--- src/design/npte_ram.sv ---
module npte_ram #(
    parameter int unsigned WIDTH = 8,
    parameter int unsigned DEPTH = 16
) (
    input  logic                     i_clk,
    input  logic                     i_we,
    input  logic [$clog2(DEPTH)-1:0] i_waddr,
    input  logic [WIDTH-1:0]         i_wdata,
    input  logic [$clog2(DEPTH)-1:0] i_raddr,
    output logic [WIDTH-1:0]         o_rdata
);
    logic [WIDTH-1:0] r_mem [DEPTH];
    logic [WIDTH-1:0] r_rdata;

    always_ff @(posedge i_clk) begin
        if (i_we) begin
            r_mem[i_waddr] <= i_wdata;
        end
        r_rdata <= r_mem[i_raddr];
    end

    assign o_rdata = r_rdata;
endmodule

--- config.mk ---
export PLATFORM = sky130hd
export DESIGN_NAME = npte_ram
export DESIGN_NICKNAME = d
export VERILOG_FILES = /design/src/design/npte_ram.sv
export SDC_FILE = /design/constraint.sdc
export NUM_CORES = 1
export LEC_CHECK = 0
export BUFFER_PORTS_ARGS = -buffer_cell sky130_fd_sc_hd__buf_2
export CAP_MARGIN = 20
export CORE_MARGIN = 4
export CORE_UTILIZATION = 65
export CTS_BUF_LIST = sky130_fd_sc_hd__clkbuf_4
export CTS_CLUSTER_SIZE = 10
export DETAILED_ROUTE_END_ITERATION = 6
export PLACE_DENSITY_LB_ADDON = 0.2
export SYNTH_ARGS = -nofsm -noshare
export SYNTH_HDL_FRONTEND = slang
export SYNTH_SLANG_ARGS = --single-unit
--- constraint.sdc ---
create_clock -name i_clk -period 2.8 [get_ports i_clk]
set_clock_uncertainty 0.1 [all_clocks]
set_input_delay 0.28 -clock i_clk [delete_from_list [all_inputs] [get_ports i_clk]]
set_output_delay 0.28 -clock i_clk [all_outputs]
set_load 0.005 [all_outputs]
* Yosys cells after proc, flatten, opt, wreduce, memory -nomap -nowiden *
Memories as Yosys holds them, arrays and structs flattened. A register that Yosys moved wholly into a read port is not among the register bits.
Cells that the tools add are included.

word-level totals
  register bits = 0
  memory bits (writable) = 128
  memories = 1
  word-level logic and storage cells = 3

operators by class
  muxes and demuxes = 2

memory list
  name   depth  width  read ports  clocked after memory_dff  wr ports  RTL line  RTL
  r_mem  16     8      1           1                         1         12        logic [WIDTH-1:0] r_mem [DEPTH];

operator list
  cell               count
  1-bit two-way mux  2

* Depth between registers and ports, before layout *
  depth after elaboration = 2
  depth in mapped cells = 5
  depth with buffers taken out = 3

* Worst setup path before layout *
OpenSTA, ideal clock, no wires.

  kind = input -> register
  from = input i_waddr[2]
  to = memory r_mem[0][0] (enable)
  path slack = 927 ps
  arrival = 1390 ps
  setup time = 383 ps
  buffers on the path = 0
  cell stages on the path = 2
  data required time = 2317 ps
  path through = or3b_2 -> nor3_1

RTL lines
  element      RTL line  RTL
  from (decl)  7         input logic [$clog2(DEPTH)-1:0] i_waddr,
  to (decl)    12

No word-level cell before the write port.

==> flow_metrics.tcl <==
set metrics [dict create \
    dp_hpwl_um 5820 \
    nets 299 \
    tritoncts "done" \
    worstSetupEndpointType "register" \
    required_ns 3.09 \
    cts_max_level 4 \
    rsz0062_at_grt "false" \
    gp_congestion 0.757 \
    final_core_util_pct 75.1 \
    post_cts_buffers 0 \
    diodes 0 \
    ys_ff_latch 136 \
    firstDrtPassIters 4 \
    path_class "primary input to register" \
    tightest_slew_ns 0.918 \
    crit_arrival_ns 1.91 \
    core_mm2 0.00773 \
    drt_wl_total_um 9280 \
    drc 0 \
    fin_crit_sh_pct 57.7 \
    tns_ns 0 \
    synthCells 229 \
    initial_core_util_pct 66.6 \
    pin_count 26 \
    clockRootBuffer "clkbuf_4" \
    grt_pass1_vias 2548 \
    io_buffers 25 \
    synth_flop_cell "edfxtp_1" \
    antenna_found_initial 0 \
    cts_inserted_buffers 17 \
    clock_sinks 136 \
    synthTopCellsByCount "edfxtp_1, mux4_2, a22oi_1, mux4_1, nor2_1" \
    synthArstFlopShare_pct 0 \
    ys_types 19 \
    peakVddDrop_v 0.000345 \
    wl_per_cell_um 23.4 \
    grt_pass1_wl_um 14500 \
    drtAntennaViolNets 0 \
    crit_path_start_kind "primary input" \
    syn-num-nets 247 \
    ys_top_cells_by_area "edfxtp_1, mux4_2, mux4_1" \
    die_w_um 97.0 \
    die_h_um 97.0 \
    synth_top_cell_by_area "edfxtp_1" \
    finalHoldViolCount 0 \
    status "complete, no violations" \
    area_delta_synth_final_pct 12.7 \
    via_per_inst 6.14 \
    critical_path.max_fanout 15 \
    seq_area_frac_synth_pct 77.8 \
    fill_cells 435 \
    min_path_type "primary input to register" \
    design_area_mm2 0.00580 \
    wl_met2_um 4730 \
    power.density_mw_per_mm2 681 \
    leakage_nw 1.95 \
    grt_overflow 0 \
    clock_path_buffers 2 \
    finalMaxSlewViolations 0 \
    max_freq_ghz 0.619 \
    drv_cap 0 \
    synth-edff-count 128 \
    max_slew_margin_pct 38.6 \
    fin_ws_ns 1.18 \
    post_cts_resized 0 \
    synth_top_area_share_pct 74.7 \
    clk_pin_slew_ns 0.11 \
    synthMostInstantiatedCell "edfxtp_1" \
    grt_max_degree 22 \
    insertion_delay_ns 0.51 \
    setup_viol 0 \
    avgSynthCellArea_um2 22.5 \
    wl_met1_um 3840 \
    placed_area_mm2 0.00541 \
    fin_crit_ns 1.62 \
    drive_gt1_share_pct 29.6 \
    grt_use_total_pct 21.6 \
    highest_layer "met4" \
    die_area_mm2 0.00941 \
    placementRows 32 \
    wl_met3_um 625 \
    via_count 2433 \
    place_ws_ns 0.630 \
    yosysWarningCount 0 \
    first_iter_violations 246 \
    syn_area_mm2 0.00515 \
]
## per-stage QoR
| stage | total power, mW | hold WS (ns) | instances |
|---|---|---|---|
| after floorplan | 2.44 | 0.279 | 229 |
| after global placement | 2.52 | 0.552 | 359 |
| after global routing | 4.11 | 0.00651 | 396 |
| after detailed placement | 2.53 | 0.565 | 359 |
| final | 3.95 | 0.0675 | 396 |
| after CTS | 3.97 | 0.0112 | 391 |
## report_power, final
part / internal, mW / total (mW) / switching, mW
clock network: 0.800 / 1.47 / 0.666
registers: 2.27 / 2.29 / 0.0143
logic: 0.0902 / 0.201 / 0.111
## timing repair
action,CTS,global route
endpoints found under the setup margin,0,0
hold endpoints to repair,0,31
hold buffers,0,5
## sequential cells by signal, summed over array words and instances, names as in the netlist
signal and cells:
r_mem 128, o_rdata 8
## cells by family (layout without fill, tap and decap cells)
logic type | after synthesis | in the layout | share of synthesized area (%)
buf+inv | 10 | 75 | 1.68
mux | 32 | 32 | 15.0
flops | 136 | 136 | 77.8
compound gates | 16 | 16 | 2.33
simple gates | 35 | 35 | 3.18
## path summary, 6_finish.rpt
path | start | endpoint | slack [ns] | cells past startpoint
hold / removal | i_wdata[6] | r_mem[15][6] | 0.07 | 1
hold reg to reg | r_mem[4][3] | o_rdata[3] | 0.57 | 3
setup / recovery | i_raddr[0] | o_rdata[0] | 1.18 | 5
setup reg to reg | r_mem[1][5] | o_rdata[5] | 1.32 | 3
## worst max-delay path, cell delays in order
cell and delay, ns:
buf_2 0.38, buf_4 0.33, mux4_1 0.60, a22oi_1 0.23, nand2_1 0.07
## cell type report
class                   instances  area [um2]  area share, %
well taps                     102         128           2.20
flip-flops and latches        136        4000           69.0
multi-input cells              83        1060           18.2
clock inverters                14         206           3.56
repair buffers                 43         273           4.70
clock buffers                  18         135           2.33
## layout by cell type (no fill, tap or decap), drive strengths merged
master,count
edfxtp,128
buf,38
mux4,32
clkbuf,18
a22oi,16
nor2,13
nand2,9
dfxtp,8
bufinv,5
dlygate4sd3,5
clkinv,5
nor3,4
clkinvlp,4
nand3b,2
nand2b,2
nor2b,1
and2,1
and2b,1
nand3,1
or3b,1
## per-layer routing
metal	global-route usage (%)	up-vias
met2	33.3	95
met5	0	-
met4	5.94	0
li1	-	1081
met3	7.14	8
met1	30.4	1249
Power figures use the tool's default switching activity.
