`config.mk`:
```
export PLATFORM = sky130hd
export DESIGN_NAME = npte_sqrt
export DESIGN_NICKNAME = d
export VERILOG_FILES = /design/src/design/npte_sqrt.sv
export SDC_FILE = /design/constraint.sdc
export NUM_CORES = 1
export LEC_CHECK = 0
export BUFFER_PORTS_ARGS = -buffer_cell sky130_fd_sc_hd__buf_2
export CORE_UTILIZATION = 63
export CTS_CLUSTER_SIZE = 40
export DETAILED_ROUTE_END_ITERATION = 8
export GPL_ROUTABILITY_DRIVEN = 0
export PLACE_DENSITY = 0.9
export RECOVER_POWER = 50
export SLEW_MARGIN = 40
export SYNTH_ARGS = -nofsm -noshare
export SYNTH_HDL_FRONTEND = slang
export SYNTH_SLANG_ARGS = --single-unit
```
`constraint.sdc`:
```
create_clock -name i_clk -period 6.18 [get_ports i_clk]
set_input_delay 0.309 -clock i_clk [delete_from_list [all_inputs] [get_ports i_clk]]
set_output_delay 0.309 -clock i_clk [all_outputs]
set_load 0.02 [all_outputs]
```
`src/design/npte_sqrt.sv`:
```
// Bit-serial integer square root of a 62-bit value, one result bit a cycle.
module npte_sqrt (
    input  logic        i_clk,
    input  logic        i_rst_n,
    input  logic        i_start,
    input  logic [61:0] i_value,
    output logic        o_done,
    output logic [30:0] o_root
);
    logic [61:0] r_rem;
    logic [30:0] r_root;
    logic [4:0]  r_cnt;
    logic        r_busy;
    logic        r_done;

    // Classic restoring method: bring down two bits, try 4*root+1.
    logic [33:0] r_part;
    logic [33:0] w_bring;
    logic [33:0] w_try;
    assign w_bring = {r_part[31:0], r_rem[61:60]};
    assign w_try   = {1'b0, r_root, 2'b01};

    always_ff @(posedge i_clk) begin
        if (!i_rst_n) begin
            r_busy <= 1'b0;
            r_done <= 1'b0;
        end else begin
            r_done <= 1'b0;
            if (i_start) begin
                r_busy <= 1'b1;
                r_cnt  <= 5'd30;
                r_rem  <= i_value;
                r_root <= '0;
                r_part <= '0;
            end else if (r_busy) begin
                r_rem <= {r_rem[59:0], 2'b00};
                if (w_bring >= w_try) begin
                    r_part <= w_bring - w_try;
                    r_root <= {r_root[29:0], 1'b1};
                end else begin
                    r_part <= w_bring;
                    r_root <= {r_root[29:0], 1'b0};
                end
                if (r_cnt == 5'd0) begin
                    r_busy <= 1'b0;
                    r_done <= 1'b1;
                end
                r_cnt <= r_cnt - 5'd1;
            end
        end
    end

    assign o_done = r_done;
    assign o_root = r_root;
endmodule

```
# --- After elaboration in Yosys (flattened, before gate mapping) ---
# Index checks and enable logic that the tools add are counted.
word_totals:
  wordCells: 26
  in_bits: 65
  output_inout_bits: 32
  regBits: 132
classes:
  mux: 11
  bitwise: 2
  add_sub_neg: 2
  n_lt_le_gt_ge: 1
  n_reduce_logical: 4
ops:
  columns: ["cell", "count"]
  rows:
  - ["$mux 62", 2]
  - ["$mux 32", 2]
  - ["$ge 34x33->1", 1]
  - ["$sub 32x32->32", 1]
  - ["$mux 31", 1]
  - ["$logic_not 5->1", 1]
  - ["$mux 1", 5]
  - ["$mux 5", 1]
  - ["$sub 5x1->5 const B", 1]
  - ["$reduce_or 3->1", 1]
  - ["$not 1->1", 2]
  - ["$reduce_and 2->1", 1]
  - ["$reduce_bool 2->1", 1]

# --- Longest topological paths before layout ---
logic_depth:
  depth_word: 4
  ltp_mapped: 12
  depth_no_buf: 10

# --- Worst setup path after synthesis ---
# No wires, ideal clock.
synth_path:
  path_type: "in2reg"
  start: "input port i_start"
  end: "register r_root[0], in the netlist o_root[0], enable pin"
  arrival_ns: 3.782
  setup_time_ns: 0.501
  stages: 3
  slack_ns: 1.897
  t_required_ns: 5.679
  n_path_buf: 2
  path_cell_list: "clkbuf_1 clkbuf_1 o21a_1"
synth_via:
  elab_chain_len: 2
synth_lines:
  columns: ["element", "line_no", "text"]
  rows:
  - ["start, declared", "5", "input logic i_start,"]
  - ["$reduce_bool 2->1 (no source line)", null, null]
  - ["$reduce_and 2->1 (no source line)", null, null]
  - ["end signal, assigned", "39", "r_root <= {r_root[29:0], 1'b1};"]
  - ["end signal, assigned", "42", "r_root <= {r_root[29:0], 1'b0};"]
  - ["end, declared", "11", "logic [30:0] r_root;"]
# Every way passes these cells.
# A chain may end at the register's enable or synchronous reset.

# --- Worst setup path after layout ---
layout_path:
  start: "input port i_start"
  end: "register r_root[9], in the netlist o_root[9], enable pin"
# The elaborated chain is that of the path after synthesis.

==> results.yml <==
run_status:
  status: "finished, violations left"
  failed_checks: "capacitance limit, slew limit"
pwr:
  vdd_drop_max_v: 0.0002798
  p_leak_uw: 0.003304
  p_switching_uw: 787.6
  pwr-share-seq: 0.399
  powerDensity_nw_per_um2: 328.7
  clockPowerShare: 0.369
  switching_share: 0.2818
  combPwrFrac: 0.232
  p_int_uw: 2007
  finalPower_uw: 2795
synth:
  ys.warnings.count: 0
  synth_cell_type_count: 69
  synth_simple_gate_area_frac: 0.1071
  synth_cells: 632
  synthAdderAreaFrac: 0.05777
  synth.avg_cell_area_um2: 11.65
  synth_xor_area_frac: 0.03212
  synth_compound_area_frac: 0.1314
  ys.flop_type: "edfxtp_1"
  muxShareOfSynthArea: 0.09652
  synth_top_family_by_area: "compound AO/OA/AOI/OAI gates"
  syn_area_um2: 7363
  synth_edf_count: 130
  synth_async_sr_flop_share: 0
  synthesis.nets: 731
  yosysSeqAreaShare: 0.5356
  yosys_register_bits: 132
floorplanning:
  rows: 39
  pin_count: 97
  die_w_um: 110.1
  core_area_um2: 11420
  die_h_um: 110.1
  start_util: 0.6449
  die_area_um2: 12120
clock_tree:
  cts-root-buf: "clkbuf_16"
  postCtsSetupRepairBufs: 0
  cts_tree: "done"
  ctsHoldBuffers: 0
  worst_skew_pair.late_latency_ns: 0.41
  clk_pin_slew_ns: 0.05
  htree_levels: 4
  clock_sinks: 132
  cts_buffers: 17
  post_cts_resized: 0
  clk_path_buf_depth: 2
finish:
  final_cell_area_um2: 8504
  fillCellCount: 750
  final_common_cell: "edfxtp_1"
  n_antenna_cell: 0
  drive_above_1_share: 0.2351
  layout_common_cells: "edfxtp_1, buf_2, mux2_2"
  syn2layout_area_growth_pct: 15.50
  fin_nets: 822
place:
  place_area_um2: 7944
  dp_hpwl_mm: 10.45
  port_buffers: 96
  place_ws_ns: 2.832
timing:
  slew_viol_final: 59
  tightest_slew_ns: 2.861
  grt_setup_unrepaired: "no"
  period_needed_ns: 3.787
  max-slew-margin-rel: -0.9077
  setup_ws_ns: 2.393
  fin_crit_sh: 0.6128
  setup_viol: 0
  skew_ns: 0.009246
  hold_viol_final: 0
  timing.fmax_mhz: 264.0
  finalSetupTns_ns: 0
worst_setup_path:
  cp.required_ns: 6.22
  crit_type: "in -> reg"
  critPathLaunchType: "primary input"
  endpoint_kind: "flop"
  critPathMaxFanout: 90
  worst_ep_arrival_time_ns: 3.82
grt:
  grt_pass1_vias: 5170
  antenna_found_initial: 0
  grt.overflow.total: 0
  grt_pass1_wl_mm: 24.92
  track_usage: 0.2762
  grt_max_degree: 91
routing:
  vias: 5362
  wirelength_mm: 15.72
  drt_iter0_markers: 411
  drt-vias-per-instance: 6.100
  routedWlPerCell_um: 17.88
  ant_nets: 0
  dr.pass1.iters: 7
  drc_errors: 0
run:
  drv_cap: 1
hold_path:
  hold_class: "in -> reg"
-- synthesized netlist by cell type (5+ instances only) --
| master | n | share of area |
|---|---|---|
| nand4_1 | 5 | 0.0042 |
| edfxtp_1 | 130 | 0.53 |
| nor3_1 | 10 | 0.0068 |
| ha_1 | 34 | 0.058 |
| xnor2_1 | 15 | 0.018 |
| o21ai_0 | 42 | 0.029 |
| nand2_1 | 36 | 0.018 |
| inv_1 | 45 | 0.023 |
| nor2_1 | 49 | 0.025 |
| clkbuf_1 | 17 | 0.0087 |
| nand3_1 | 9 | 0.0061 |
| nand2b_1 | 13 | 0.011 |
| nor2b_1 | 5 | 0.0042 |
| xor2_1 | 12 | 0.014 |
| a21o_1 | 8 | 0.0082 |
| buf_2 | 6 | 0.0041 |
| a21oi_1 | 49 | 0.033 |
| o21bai_1 | 5 | 0.0051 |
| mux2_2 | 60 | 0.092 |
| o21a_1 | 5 | 0.0051 |
-- per-stage QoR --
stage | std cells | hold WS (ns) | utilization
6_report | 879 | 0.1507 | 0.7448
5_1_grt | 879 | 0.1462 | 0.7448
4_1_cts | 879 | 0.1350 | 0.7483
3_5_place_dp | 847 | 0.4826 | 0.6957
3_3_place_gp | 847 | 0.4813 | 0.6954
2_1_floorplan | 632 | 0.4541 | -
-- final cells by class --
cell class | count | area, um2 | share of cell area
repair buffers | 100 | 476.7 | 0.05605
multi-input cells | 427 | 3136 | 0.3687
inverters | 45 | 168.9 | 0.01986
clock inverters | 10 | 156.4 | 0.01839
clock buffers | 22 | 444.2 | 0.05223
well taps | 143 | 178.9 | 0.02104
flip-flops and latches | 132 | 3944 | 0.4637
-- kinds of logic (layout without fill, tap and decap cells) --
kind of cell	Yosys count	in the layout
AOI/OAI and AO/OA	148	148
xor gates and xnor gates	27	27
adders and majority gates	34	34
buffers and inverters	73	177
DFF	132	132
muxes	63	63
and+or+nand+nor	155	155
-- path summary, 6_finish.rpt --
path / from / cells past startpoint / end / slack, ns
max: i_start / 3 / o_root[9] / 2.39
min: i_rst_n / 2 / o_done / 0.15
max reg2reg: r_part[20] / 9 / r_part[25] / 2.70
min reg2reg: r_busy / 1 / o_done / 0.49
-- metal layers --
layer,track usage,part of all wire,vias to the layer above
met5,0,0,-
met4,0.1165,0.022,0
met3,0.07878,0.085,37
met2,0.4531,0.49,285
met1,0.3438,0.40,2531
li1,-,-,2509
-- critical path, cell delays in order --
cell and delay (ns):
clkbuf_1 1.98, o21a_4 0.72, buf_6 0.71
-- power groups by stage --
stage / logic [uW] / registers (uW) / clock network, uW
after floorplan: 475 / 1140 / 0
after global placement: 598 / 1130 / 0
after global routing: 709 / 1120 / 1080
after CTS: 641 / 1110 / 1040
after detailed placement: 630 / 1130 / 0
final: 650 / 1110 / 1030
-- flip-flops by register name, summed over array words and instances (netlist names) --
signal / flops
o_done: 1
r_rem: 62
o_root: 31
r_busy: 1
r_part: 32
r_cnt: 5
(Power assumes the default switching activity.)
