==> config.mk <==
export PLATFORM = sky130hd
export DESIGN_NAME = npte_cordic
export DESIGN_NICKNAME = d
export VERILOG_FILES = /design/src/design/npte_pkg.sv /design/src/design/npte_cordic.sv
export SDC_FILE = /design/constraint.sdc
export NUM_CORES = 1
export LEC_CHECK = 0
export ABC_CLOCK_PERIOD_IN_PS = 12300
export BUFFER_PORTS_ARGS = -buffer_cell sky130_fd_sc_hd__buf_2
export CORE_ASPECT_RATIO = 0.8
export CORE_MARGIN = 1.5
export CORE_UTILIZATION = 50
export DETAILED_ROUTE_END_ITERATION = 12
export GPL_TIMING_DRIVEN = 0
export HOLD_SLACK_MARGIN = 0.08
export PLACE_DENSITY_LB_ADDON = 0.2
export SLEW_MARGIN = 5
export SYNTH_ARGS = -nofsm -noshare
export SYNTH_HDL_FRONTEND = slang
export SYNTH_SLANG_ARGS = --single-unit
==> constraint.sdc <==
create_clock -name i_clk -period 12.3 [get_ports i_clk]
set_input_delay 0.615 -clock i_clk [delete_from_list [all_inputs] [get_ports i_clk]]
set_output_delay 0.615 -clock i_clk [all_outputs]
set_load 0.02 [all_outputs]
==> src/design/npte_pkg.sv <==
package npte_pkg;
    localparam int unsigned MAX_POINTS_DEF = 1024;
    localparam int unsigned LEN_W = 11;
    localparam int unsigned IDX_W = 10;
    localparam int unsigned ENTRY_W = 112;
    localparam int unsigned CORDIC_STEPS = 14;
    localparam logic signed [17:0] PI_Q = 18'sd25736;
    localparam logic signed [17:0] TWO_PI_Q = 18'sd51472;
    localparam logic signed [17:0] HALF_PI_Q = 18'sd12868;
    localparam logic OP_LOAD = 1'b0;
    localparam logic OP_QUERY = 1'b1;

    function automatic logic [12:0] atan_entry(input logic [3:0] i);
        logic [12:0] r;
        begin
            case (i)
                4'd0: r = 13'd6434;
                4'd1: r = 13'd3798;
                4'd2: r = 13'd2007;
                4'd3: r = 13'd1019;
                4'd4: r = 13'd511;
                4'd5: r = 13'd256;
                4'd6: r = 13'd128;
                4'd7: r = 13'd64;
                4'd8: r = 13'd32;
                4'd9: r = 13'd16;
                4'd10: r = 13'd8;
                4'd11: r = 13'd4;
                4'd12: r = 13'd2;
                4'd13: r = 13'd1;
                default: r = 13'd0;
            endcase
            return r;
        end
    endfunction
endpackage

==> src/design/npte_cordic.sv <==
// Iterative CORDIC vectoring, one step a cycle, gives the Q2.13 bearing.
module npte_cordic
    import npte_pkg::*;
(
    input  logic               i_clk,
    input  logic               i_rst_n,
    input  logic               i_start,
    input  logic signed [32:0] i_dx,
    input  logic signed [32:0] i_dy,
    output logic               o_done,
    output logic signed [17:0] o_bearing
);
    logic signed [35:0] r_x;
    logic signed [35:0] r_y;
    logic signed [17:0] r_z;
    logic [3:0]         r_step;
    logic               r_busy;
    logic               r_done;
    logic               r_dxneg;
    logic               r_dyneg;
    logic               r_zero;
    logic signed [35:0] w_xs;
    logic signed [35:0] w_ys;
    logic signed [17:0] w_zc;
    logic signed [17:0] w_tab;

    assign w_xs  = r_x >>> r_step;
    assign w_ys  = r_y >>> r_step;
    assign w_tab = {5'd0, atan_entry(r_step)};

    always_ff @(posedge i_clk) begin
        if (!i_rst_n) begin
            r_busy <= 1'b0;
            r_done <= 1'b0;
        end else begin
            r_done <= 1'b0;
            if (i_start) begin
                r_busy  <= 1'b1;
                r_step  <= '0;
                r_z     <= '0;
                r_x     <= i_dx[32] ? -{{3{i_dx[32]}}, i_dx} : {{3{i_dx[32]}}, i_dx};
                r_y     <= i_dy[32] ? -{{3{i_dy[32]}}, i_dy} : {{3{i_dy[32]}}, i_dy};
                r_dxneg <= i_dx[32];
                r_dyneg <= i_dy[32];
                r_zero  <= (i_dx == '0) && (i_dy == '0);
            end else if (r_busy) begin
                if (r_y > 0) begin
                    r_x <= r_x + w_ys;
                    r_y <= r_y - w_xs;
                    r_z <= r_z + w_tab;
                end else if (r_y < 0) begin
                    r_x <= r_x - w_ys;
                    r_y <= r_y + w_xs;
                    r_z <= r_z - w_tab;
                end
                if (r_step == 4'(CORDIC_STEPS - 1)) begin
                    r_busy <= 1'b0;
                    r_done <= 1'b1;
                end
                r_step <= r_step + 4'd1;
            end
        end
    end

    always_comb begin
        if (r_z < 0) begin
            w_zc = '0;
        end else if (r_z > HALF_PI_Q) begin
            w_zc = HALF_PI_Q;
        end else begin
            w_zc = r_z;
        end
        if (r_zero) begin
            o_bearing = '0;
        end else if (!r_dxneg) begin
            o_bearing = r_dyneg ? -w_zc : w_zc;
        end else begin
            o_bearing = r_dyneg ? (w_zc - PI_Q) : (PI_Q - w_zc);
        end
    end

    assign o_done = r_done;
endmodule

Word-level counts from Yosys, hierarchy flattened
Memory sizes are Yosys's and may differ from the RTL's. A register that Yosys moved wholly into a read port is not among the register bits.
Cells that the tools add are included.
{ "totals": {"ff_bits": 99, "romBits": 208, "in_bits": 69, "output_inout_bits": 19, "wordCells": 66, "memories": 1} }
{ "memory_table": {"columns": ["memory", "words", "width", "rd", "rd_ports_with_merged_regs", "wr", "line", "text"], "rows": [
  ["(no name shown)", 16, 13, 1, 1, 0, "npte_pkg.sv:16", "case (i)"]
]} }
{ "op_classes": {"n_addsub": 12, "n_lt_le_gt_ge": 4, "eq_ne": 1, "n_shift": 2, "n_mux": 26, "bitwise": 2, "reduce_logical": 9} }
{ "op_table": {"columns": ["operator", "n"], "rows": [
  ["$mux W36", 10],
  ["$mux W18", 9],
  ["$add A36 B36 Y36", 2],
  ["$neg A36 Y36", 2],
  ["$sshr A36 B4 Y36", 2],
  ["$sub A36 B36 Y36", 2],
  ["$logic_not A33 Y1", 2],
  ["$gt A36 B1 Y1 const B", 1],
  ["$lt A36 B1 Y1 const B", 1],
  ["$add A18 B14 Y18", 1],
  ["$gt A18 B15 Y1 const B", 1],
  ["$lt A18 B1 Y1 const B", 1],
  ["$neg A18 Y18", 1],
  ["$sub A16 B18 Y18 const A", 1],
  ["$sub A18 B14 Y18", 1],
  ["$sub A18 B16 Y18 const B", 1],
  ["$mux W4", 3],
  ["$add A4 B1 Y4 const B", 1],
  ["$eq A4 B4 Y1 const B", 1],
  ["$mux W1", 4],
  ["$reduce_and A2 Y1", 2],
  ["$reduce_and A3 Y1", 1],
  ["$reduce_bool A3 Y1", 1],
  ["$reduce_or A3 Y1", 1],
  ["3 further kinds", 4]
]} }

Depth between registers and ports, before layout
Gate-level depths: netlist (run 1).
{ "depth": {"depth_word": 7, "depth_mapped": 29, "depth_no_buf": 21} }

Worst setup path after synthesis (run 1)
Ideal clock, no wire load.
{ "synth_timing": {"path_type": "flip-flop to flip-flop", "from": "reg r_step[3] (netlist name)", "to": "reg r_x[0], enable pin", "setup_time_ns": 0.550, "t_arrival_ns": 5.869, "required_time_ns": 11.750, "path_slack_ns": 5.881, "path_stages_with_launch": 11, "path_buffers": 5, "period_less_slack_ns": 6.419, "path_cell_list": "edfxtp_1 > buf_2 > buf_4 > buf_4 > inv_1 > clkbuf_1 > buf_4 > a31oi_1 > nand2_1 > a21oi_1 > nor2b_1"} }
{ "synth_rtl": {"columns": ["item", "line", "text"], "rows": [
  ["to (signal assigned)", "npte_cordic.sv:41", "r_x <= i_dx[32] ? -{{3{i_dx[32]}}, i_dx} : {{3{i_dx[32]}}, i_dx};"],
  ["to (signal assigned)", "npte_cordic.sv:48", "r_x <= r_x + w_ys;"],
  ["to (signal assigned)", "npte_cordic.sv:52", "r_x <= r_x - w_ys;"],
  ["to (decl)", "npte_cordic.sv:13", "logic signed [35:0] r_x;"]
]} }

Worst setup path after layout (run 1)
{ "layout_timing": {"from": "reg r_step[0]", "to": "reg r_x[30] (data pin)"} }
{ "layout_via": {"elab_chain_cells": 6, "word_cells_on_any_way": 7, "classes_between": "add/sub (2); shift (1); mux (4)"} }
{ "layout_lines": {"columns": ["item", "line", "text"], "rows": [
  ["from (decl)", "npte_cordic.sv:16", "logic [3:0] r_step;"],
  ["from (signal assigned)", "npte_cordic.sv:60", "r_step <= r_step + 4'd1;"],
  ["$sshr A36 B4 Y36 (*)", "npte_cordic.sv:28", "assign w_ys = r_y >>> r_step;"],
  ["$sub A36 B36 Y36", "npte_cordic.sv:52", null],
  ["$mux W36", "npte_cordic.sv:51", "end else if (r_y < 0) begin"],
  ["$mux W36 (*)", "npte_cordic.sv:47", "if (r_y > 0) begin"],
  ["$mux W36 (*)", "npte_cordic.sv:46", "end else if (r_busy) begin"],
  ["$mux W36 (*)", "npte_cordic.sv:37", "if (i_start) begin"]
]} }
Mark *: on every way between the ends. The rest lies on a longest branch, timed or not. The select of a mux whose other input is x is not followed.
A chain may end at the register's enable or synchronous reset.

==> results.json, run 1 <==
{
  "outcome": "completed",
  "grtUsageTotal": 0.422,
  "final_layout_size_suffix_gt1_frac": 0.125,
  "drt-wirelength-per-cell_um": 27.8,
  "setup_repair_after_global_routing_missed_its_margin": "no",
  "finalWorstSetupSlack_ns": 3.34,
  "vias": 19100,
  "dr.first_iter.drc_count": 2476,
  "antenna_violating_nets_post_route": 0,
  "total_of_buffers_placed_on_input_and_output_ports": 86,
  "finalWeightedCongestion": 1.11,
  "ctsHoldBuffers": 0,
  "post_cts_resized": 0,
  "cts_tree": "done",
  "synth_seq_area_share": 0.182,
  "postSynthAreaPerCell_sq_um": 8.09,
  "cts.repair_timing.setup_buffer_count": 0,
  "fp.dieH_um": 171,
  "timing_hold_violations_final": 0,
  "power_per_cell_area_nw_per_um2": 197,
  "synth_edf_count": 97,
  "timing.slew.headroom": 0.102,
  "antenna_found_initial": 1,
  "initial_core_util": 0.508,
  "mappedNetlistArea_sq_um": 17600,
  "detailedRoute.firstPassIterationCount": 6,
  "pre_cts_ws_ns": 3.75,
  "global_route.usage.met3": 0.165,
  "floorplan.die_area_sq_um": 36400,
  "wire_length_of_the_first_global_routing_pass_mm": 112,
  "critPathLaunch": "r_step[0]",
  "crit_path_max_fanout": 10,
  "worstSkewPairLatency_ns": 0.43,
  "max_cap_violations": 0,
  "global_route.peak_usage_layer": "met1",
  "design.final.nets": 2457,
  "floorplan.die.width_um": 213,
  "area_growth_syn_to_layout_pct": 8.12,
  "syn_inst": 2181,
  "first_global_vias": 17300,
  "finalClockSkew_ns": 0.0254,
  "ys_ff_latch": 112,
  "finalSetupTns_ns": 0,
  "cts_root_buf": "sky130_fd_sc_hd__clkbuf_16",
  "via_cell_ratio": 6.92,
  "critPathCaptureType": "flip-flop",
  "final.period_utilization": 0.728,
  "finalSetupViolCount": 0,
  "ys_warn_count": 0,
  "grt_util_met1": 0.588,
  "cts.clk_slew.worst_paths_ns": 0.09,
  "grt_overflow": 0,
  "async_reset_ff_frac": 0,
  "area_of_the_placeable_core_sq_um": 34700,
  "synth.net_count": 2356,
  "layout_commonest_cell": "sky130_fd_sc_hd__nand2_1",
  "worst_r2r_startpoint": "r_step[0]",
  "remaining_drc_errors": 0,
  "cts_made_buffers": 9,
  "grt.met2_usage": 0.572,
  "clkSinkCount": 112,
  "wl_mm": 76.8,
  "max_freq_ghz": 0.112,
  "synth_flop_cell": "sky130_fd_sc_hd__edfxtp_1",
  "min_path_type": "in2reg",
  "crit_required_ns": 12.43,
  "dp_hpwl_mm": 61.2,
  "timing.setup.critical_path_class": "reg2reg",
  "max-clock-path-buffers": 2,
  "power.ir.vdd_worst_mv": 0.133,
  "worstHoldStart": "i_dx[32]",
  "worst_setup_path_start_kind": "flip-flop",
  "mostFrequentLayoutCells": "230 x sky130_fd_sc_hd__nand2_1, 214 x sky130_fd_sc_hd__nor2_1, 175 x sky130_fd_sc_hd__o21ai_0",
  "fp-row-count": 61,
  "drv_slew": 0,
  "fin_crit_ns": 8.96,
  "cp.arrival_ns": 9.09,
  "leak_nw": 7.40,
  "io_pins": 88,
  "grt_start_max_net_pins": 27,
  "cts.htree.levels": 3,
  "worstMarginPinSlew_ns": 1.35,
  "synth_cell_types": 92
}
cell usage after synthesis (15+ instances only):
library cell / count / area (sq um)
sky130_fd_sc_hd__o22ai_1: 16 / 100
sky130_fd_sc_hd__nor4_1: 20 / 125
sky130_fd_sc_hd__clkbuf_1: 55 / 206
sky130_fd_sc_hd__inv_1: 72 / 270
sky130_fd_sc_hd__o21a_1: 26 / 195
sky130_fd_sc_hd__or2_2: 15 / 93.8
sky130_fd_sc_hd__nor2_1: 214 / 803
sky130_fd_sc_hd__o21ai_0: 175 / 876
sky130_fd_sc_hd__nand2_1: 230 / 863
sky130_fd_sc_hd__edfxtp_1: 97 / 2910
sky130_fd_sc_hd__or3_1: 21 / 131
sky130_fd_sc_hd__buf_4: 22 / 165
sky130_fd_sc_hd__nand3_1: 51 / 255
sky130_fd_sc_hd__or4_1: 17 / 128
sky130_fd_sc_hd__xor2_1: 76 / 666
sky130_fd_sc_hd__nor2b_1: 24 / 150
sky130_fd_sc_hd__a31oi_1: 32 / 200
sky130_fd_sc_hd__and2_1: 15 / 93.8
sky130_fd_sc_hd__nand2b_1: 16 / 100
sky130_fd_sc_hd__a211oi_1: 25 / 188
sky130_fd_sc_hd__mux2_2: 42 / 473
sky130_fd_sc_hd__o31ai_1: 47 / 353
sky130_fd_sc_hd__ha_1: 103 / 1290
sky130_fd_sc_hd__dfxtp_1: 15 / 300
sky130_fd_sc_hd__xnor2_1: 123 / 1080
sky130_fd_sc_hd__a21oi_1: 172 / 861
sky130_fd_sc_hd__a21o_1: 33 / 248
sky130_fd_sc_hd__mux4_2: 54 / 1220
sky130_fd_sc_hd__nor3_1: 54 / 270
sky130_fd_sc_hd__buf_1: 21 / 78.8
sky130_fd_sc_hd__mux2i_1: 63 / 631
metrics by stage:
stage          power [W]  hold slack, ns  instance area [sq um]  std cells  utilization
6_report         0.00377           0.504                  19100       2760        0.549
5_1_grt          0.00398           0.502                  19100       2759        0.549
4_1_cts          0.00365           0.479                  19100       2759        0.549
3_5_place_dp     0.00329           0.575                  18700       2743        0.540
3_3_place_gp     0.00323           0.539                  18700       2739        0.537
2_1_floorplan    0.00257           0.491                  17600       2181            -
metal layers:
metal  up-vias  share of wire
li1       8428              -
met1      9217           0.42
met2      1260           0.39
met3       182           0.15
met4         0          0.044
met5         -              0
flip-flops by register name, summed over array words and instances, names as in the netlist:
register  count
r_x          36
r_step        4
r_z          18
r_busy        1
o_done        1
r_dxneg       1
w_tab        13
r_dyneg       1
r_y          36
r_zero        1
worst max-delay path, stage by stage (launching register included):
cell,delay (ns)
sky130_fd_sc_hd__edfxtp_1,0.41
sky130_fd_sc_hd__buf_2,0.24
sky130_fd_sc_hd__buf_4,0.24
sky130_fd_sc_hd__buf_2,0.29
sky130_fd_sc_hd__buf_1,0.70
sky130_fd_sc_hd__buf_4,0.34
sky130_fd_sc_hd__clkbuf_1,0.53
sky130_fd_sc_hd__clkbuf_1,0.53
sky130_fd_sc_hd__buf_1,0.69
sky130_fd_sc_hd__a21oi_1,0.14
sky130_fd_sc_hd__o21a_1,0.36
sky130_fd_sc_hd__ha_1,0.33
sky130_fd_sc_hd__nand2_1,0.17
sky130_fd_sc_hd__o21ai_0,0.13
sky130_fd_sc_hd__xnor2_1,0.77
sky130_fd_sc_hd__ha_1,0.42
sky130_fd_sc_hd__a21oi_1,0.35
sky130_fd_sc_hd__a2bb2oi_1,0.27
sky130_fd_sc_hd__o311ai_0,0.23
sky130_fd_sc_hd__a211oi_1,0.26
sky130_fd_sc_hd__o21ai_0,0.30
sky130_fd_sc_hd__a31oi_1,0.33
sky130_fd_sc_hd__o21ai_0,0.25
sky130_fd_sc_hd__a41oi_1,0.26
sky130_fd_sc_hd__o22ai_1,0.11
final cells by class:
type                    instances  area [sq um]
flip-flops and latches        112          3210
diodes                          1          2.50
multi-input cells            1878         13500
clock buffers                  10           250
fillers                      3225         15700
inverters                      73           274
repair buffers                 90           498
well taps                     472           591
clock inverters                 6          77.6
plain buffers                 118           643
path summary, 6_finish.rpt:
path | end | slack [ns] | cells after the start
worst max-delay path | r_x[30] | 3.34 | 24
worst max register to register | r_x[30] | 3.34 | 24
worst min-delay path | r_dxneg | 0.50 | 1
worst min register to register | o_done | 0.60 | 2
logic make-up (layout without fill, tap and decap cells):
logic type | count (synthesis) | count (layout) | share of synthesized area
xor+xnor | 200 | 200 | 0.100
mux | 175 | 175 | 0.154
flops | 112 | 112 | 0.182
other cells | 0 | 1 | 0
fa+ha+maj | 106 | 106 | 0.0764
simple gates | 735 | 735 | 0.196
buf+inv | 191 | 297 | 0.0519
compound gates | 662 | 662 | 0.240
power breakdown:
part           leakage (nW)  switching, W  internal, W  total (W)
logic                  6.19       0.00162      0.00105    0.00268
registers              1.06      0.000191     0.000552   0.000743
clock network         0.159      0.000186     0.000159   0.000345
total                  7.40       0.00200      0.00176    0.00377
(Power assumes the default switching activity.)
==> run 2, diff against run 1 <==
--- a/config.mk
+++ b/config.mk
@@ -5,7 +5,7 @@
 export SDC_FILE = /design/constraint.sdc
 export NUM_CORES = 1
 export LEC_CHECK = 0
-export ABC_CLOCK_PERIOD_IN_PS = 12300
+export ABC_CLOCK_PERIOD_IN_PS = 9000
 export BUFFER_PORTS_ARGS = -buffer_cell sky130_fd_sc_hd__buf_2
 export CORE_ASPECT_RATIO = 0.8
 export CORE_MARGIN = 1.5
==> constraint.sdc (replaced) <==
create_clock -name i_clk -period 9 [get_ports i_clk]
set_input_delay 0.45 -clock i_clk [delete_from_list [all_inputs] [get_ports i_clk]]
set_output_delay 0.45 -clock i_clk [all_outputs]
set_load 0.02 [all_outputs]
==> results.json, run 2 (synthesis gave the netlist of run 1 again) <==
{
  "total_of_buffers_placed_on_input_and_output_ports": 86,
  "leak_nw": 7.41,
  "wl_mm": 77.0,
  "remaining_drc_errors": 0,
  "drt-wirelength-per-cell_um": 27.9,
  "cts.htree.levels": 3,
  "min_path_type": "in2reg",
  "initial_core_util": 0.508,
  "layout_commonest_cell": "sky130_fd_sc_hd__nand2_1",
  "area_of_the_placeable_core_sq_um": 34700,
  "timing_hold_violations_final": 0,
  "crit_required_ns": 9.12,
  "power.share.switching": 0.532,
  "placed_cells": 2743,
  "cp.arrival_ns": 8.74,
  "area_growth_syn_to_layout_pct": 8.20,
  "mostFrequentLayoutCells": "230 x sky130_fd_sc_hd__nand2_1, 214 x sky130_fd_sc_hd__nor2_1, 175 x sky130_fd_sc_hd__o21ai_0",
  "cts.repair_timing.setup_buffer_count": 0,
  "crit_path_max_fanout": 10,
  "fin_crit_ns": 8.62,
  "design.final.nets": 2456,
  "worstSkewPairLatency_ns": 0.43,
  "worst_setup_path_start_kind": "flip-flop",
  "finalClockSkew_ns": 0.0279,
  "cts_made_buffers": 9,
  "timing.setup.critical_path_class": "reg2reg",
  "detailedRoute.firstPassIterationCount": 7,
  "grtUsageTotal": 0.422,
  "max-clock-path-buffers": 2,
  "grt_start_max_net_pins": 27,
  "cts.clk_slew.worst_paths_ns": 0.10,
  "wire_length_of_the_first_global_routing_pass_mm": 112,
  "first_global_vias": 17300,
  "floorplan.die_area_sq_um": 36400,
  "cts_tree": "done",
  "antenna_found_initial": 1,
  "worstMarginPinSlew_ns": 1.34,
  "dr.first_iter.drc_count": 2351,
  "io_pins": 88,
  "critPathCaptureType": "flip-flop",
  "outcome": "completed",
  "vias": 19100,
  "clkSinkCount": 112,
  "power_per_cell_area_nw_per_um2": 270,
  "finalWeightedCongestion": 1.11,
  "final.period_utilization": 0.958,
  "grt_overflow": 0,
  "internal_power_w": 0.00241,
  "cts_root_buf": "sky130_fd_sc_hd__clkbuf_16",
  "antenna_violating_nets_post_route": 0,
  "finalSetupViolCount": 0,
  "dp_hpwl_mm": 61.2,
  "power_frac_seq": 0.197,
  "fp-row-count": 61,
  "floorplan.die.width_um": 213,
  "p_sw_w": 0.00274,
  "via_cell_ratio": 6.91,
  "clock_power_share": 0.091,
  "fp.dieH_um": 171,
  "biggestRegsByFlops": "r_x: 36 flops, r_y: 36 flops, r_z: 18 flops",
  "instances_no_fill": 2761,
  "max_cap_violations": 0,
  "fin_total_pwr_w": 0.00515,
  "power.ir.vdd_worst_mv": 0.182,
  "setup_repair_after_global_routing_missed_its_margin": "no",
  "power.combinational.fraction": 0.711,
  "timing.slew.headroom": 0.106,
  "final_layout_size_suffix_gt1_frac": 0.126,
  "max_freq_ghz": 0.116,
  "drv_slew": 0
}
-- run 2: cell types whose count changed in the layout (fill, tap and decap cells not counted) --
cell | previous run | this run
sky130_fd_sc_hd__a211oi_2 | 1 | 2
sky130_fd_sc_hd__a211oi_1 | 25 | 24
sky130_fd_sc_hd__buf_1 | 21 | 20
sky130_fd_sc_hd__diode_2 | 1 | 3
sky130_fd_sc_hd__xnor2_1 | 123 | 122
sky130_fd_sc_hd__xnor2_2 | 0 | 1
-- run 2: worst paths after layout --
path | from | endpoint | slack [ns] | cells after the start
max | r_step[2] | r_x[29] | 0.38 | 23
min | i_dx[32] | r_dxneg | 0.34 | 1
max reg2reg | r_step[2] | r_x[29] | 0.38 | 23
min reg2reg | r_busy | o_done | 0.60 | 2
-- run 2: power groups by stage --
stage                     clock, W  sequential (W)  combinational [W]
final                     0.000470         0.00102            0.00367
after global routing      0.000480         0.00101            0.00395
after CTS                 0.000471        0.000993            0.00352
after detailed placement         0         0.00100            0.00349
after global placement           0         0.00101            0.00341
after floorplan                  0        0.000868            0.00264
-- run 2: metal layers --
metal  global-route usage  wire, um
met3                0.165     11500
met2                0.572     30000
met4                0.172      3170
met1                0.588     32100
met5                    0       129
-- run 2: layout make-up --
| type | instances | area [sq um] |
|---|---|---|
| Fill cell | 3219 | 15600 |
| Multi-Input combinational cell | 1878 | 13500 |
| Sequential cell | 112 | 3210 |
| Buffer | 117 | 639 |
| Tap cell | 472 | 591 |
| Timing Repair Buffer | 90 | 498 |
| Inverter | 73 | 274 |
| Clock buffer | 10 | 250 |
| Clock inverter | 6 | 77.6 |
| Antenna cell | 3 | 7.51 |
-- run 2: worst max-delay path, cell delays in order, from the launching register on --
cell and delay [ns]:
sky130_fd_sc_hd__edfxtp_1 0.37, sky130_fd_sc_hd__clkbuf_1 0.53, sky130_fd_sc_hd__buf_4 0.33, sky130_fd_sc_hd__buf_4 0.24, sky130_fd_sc_hd__buf_4 0.28, sky130_fd_sc_hd__buf_4 0.25
sky130_fd_sc_hd__clkbuf_1 0.49, sky130_fd_sc_hd__buf_1 0.66, sky130_fd_sc_hd__buf_1 0.56, sky130_fd_sc_hd__nand2_1 0.13, sky130_fd_sc_hd__o21a_1 0.30, sky130_fd_sc_hd__ha_1 0.34
sky130_fd_sc_hd__nand2_1 0.17, sky130_fd_sc_hd__nand2_1 0.09, sky130_fd_sc_hd__xnor2_1 0.78, sky130_fd_sc_hd__ha_1 0.42, sky130_fd_sc_hd__o211ai_1 0.37, sky130_fd_sc_hd__o21bai_1 0.27
sky130_fd_sc_hd__a211oi_1 0.18, sky130_fd_sc_hd__o21ai_0 0.51, sky130_fd_sc_hd__nand2_1 0.21, sky130_fd_sc_hd__a21bo_2 0.29, sky130_fd_sc_hd__a2111oi_0 0.44, sky130_fd_sc_hd__a221oi_1 0.09
-- run 2: repair_timing --
item	CTS	global route
hold buffers	0	0
gates resized for setup	0	2
endpoints found under the setup margin	0	11
-- run 2: through the flow --
stage / cell area (sq um) / TNS [ns] / worst slack, ns / hold WS [ns] / util
floorplan: 17600 / 0 / 2.58 / 0.491 / -
global placement: 18700 / -61.19 / -0.712 / 0.539 / 0.537
detailed placement: 18700 / 0 / 0.451 / 0.575 / 0.540
CTS: 19100 / 0 / 0.382 / 0.314 / 0.549
global route: 19100 / 0 / 0.163 / 0.337 / 0.550
finish: 19100 / 0 / 0.382 / 0.339 / 0.550
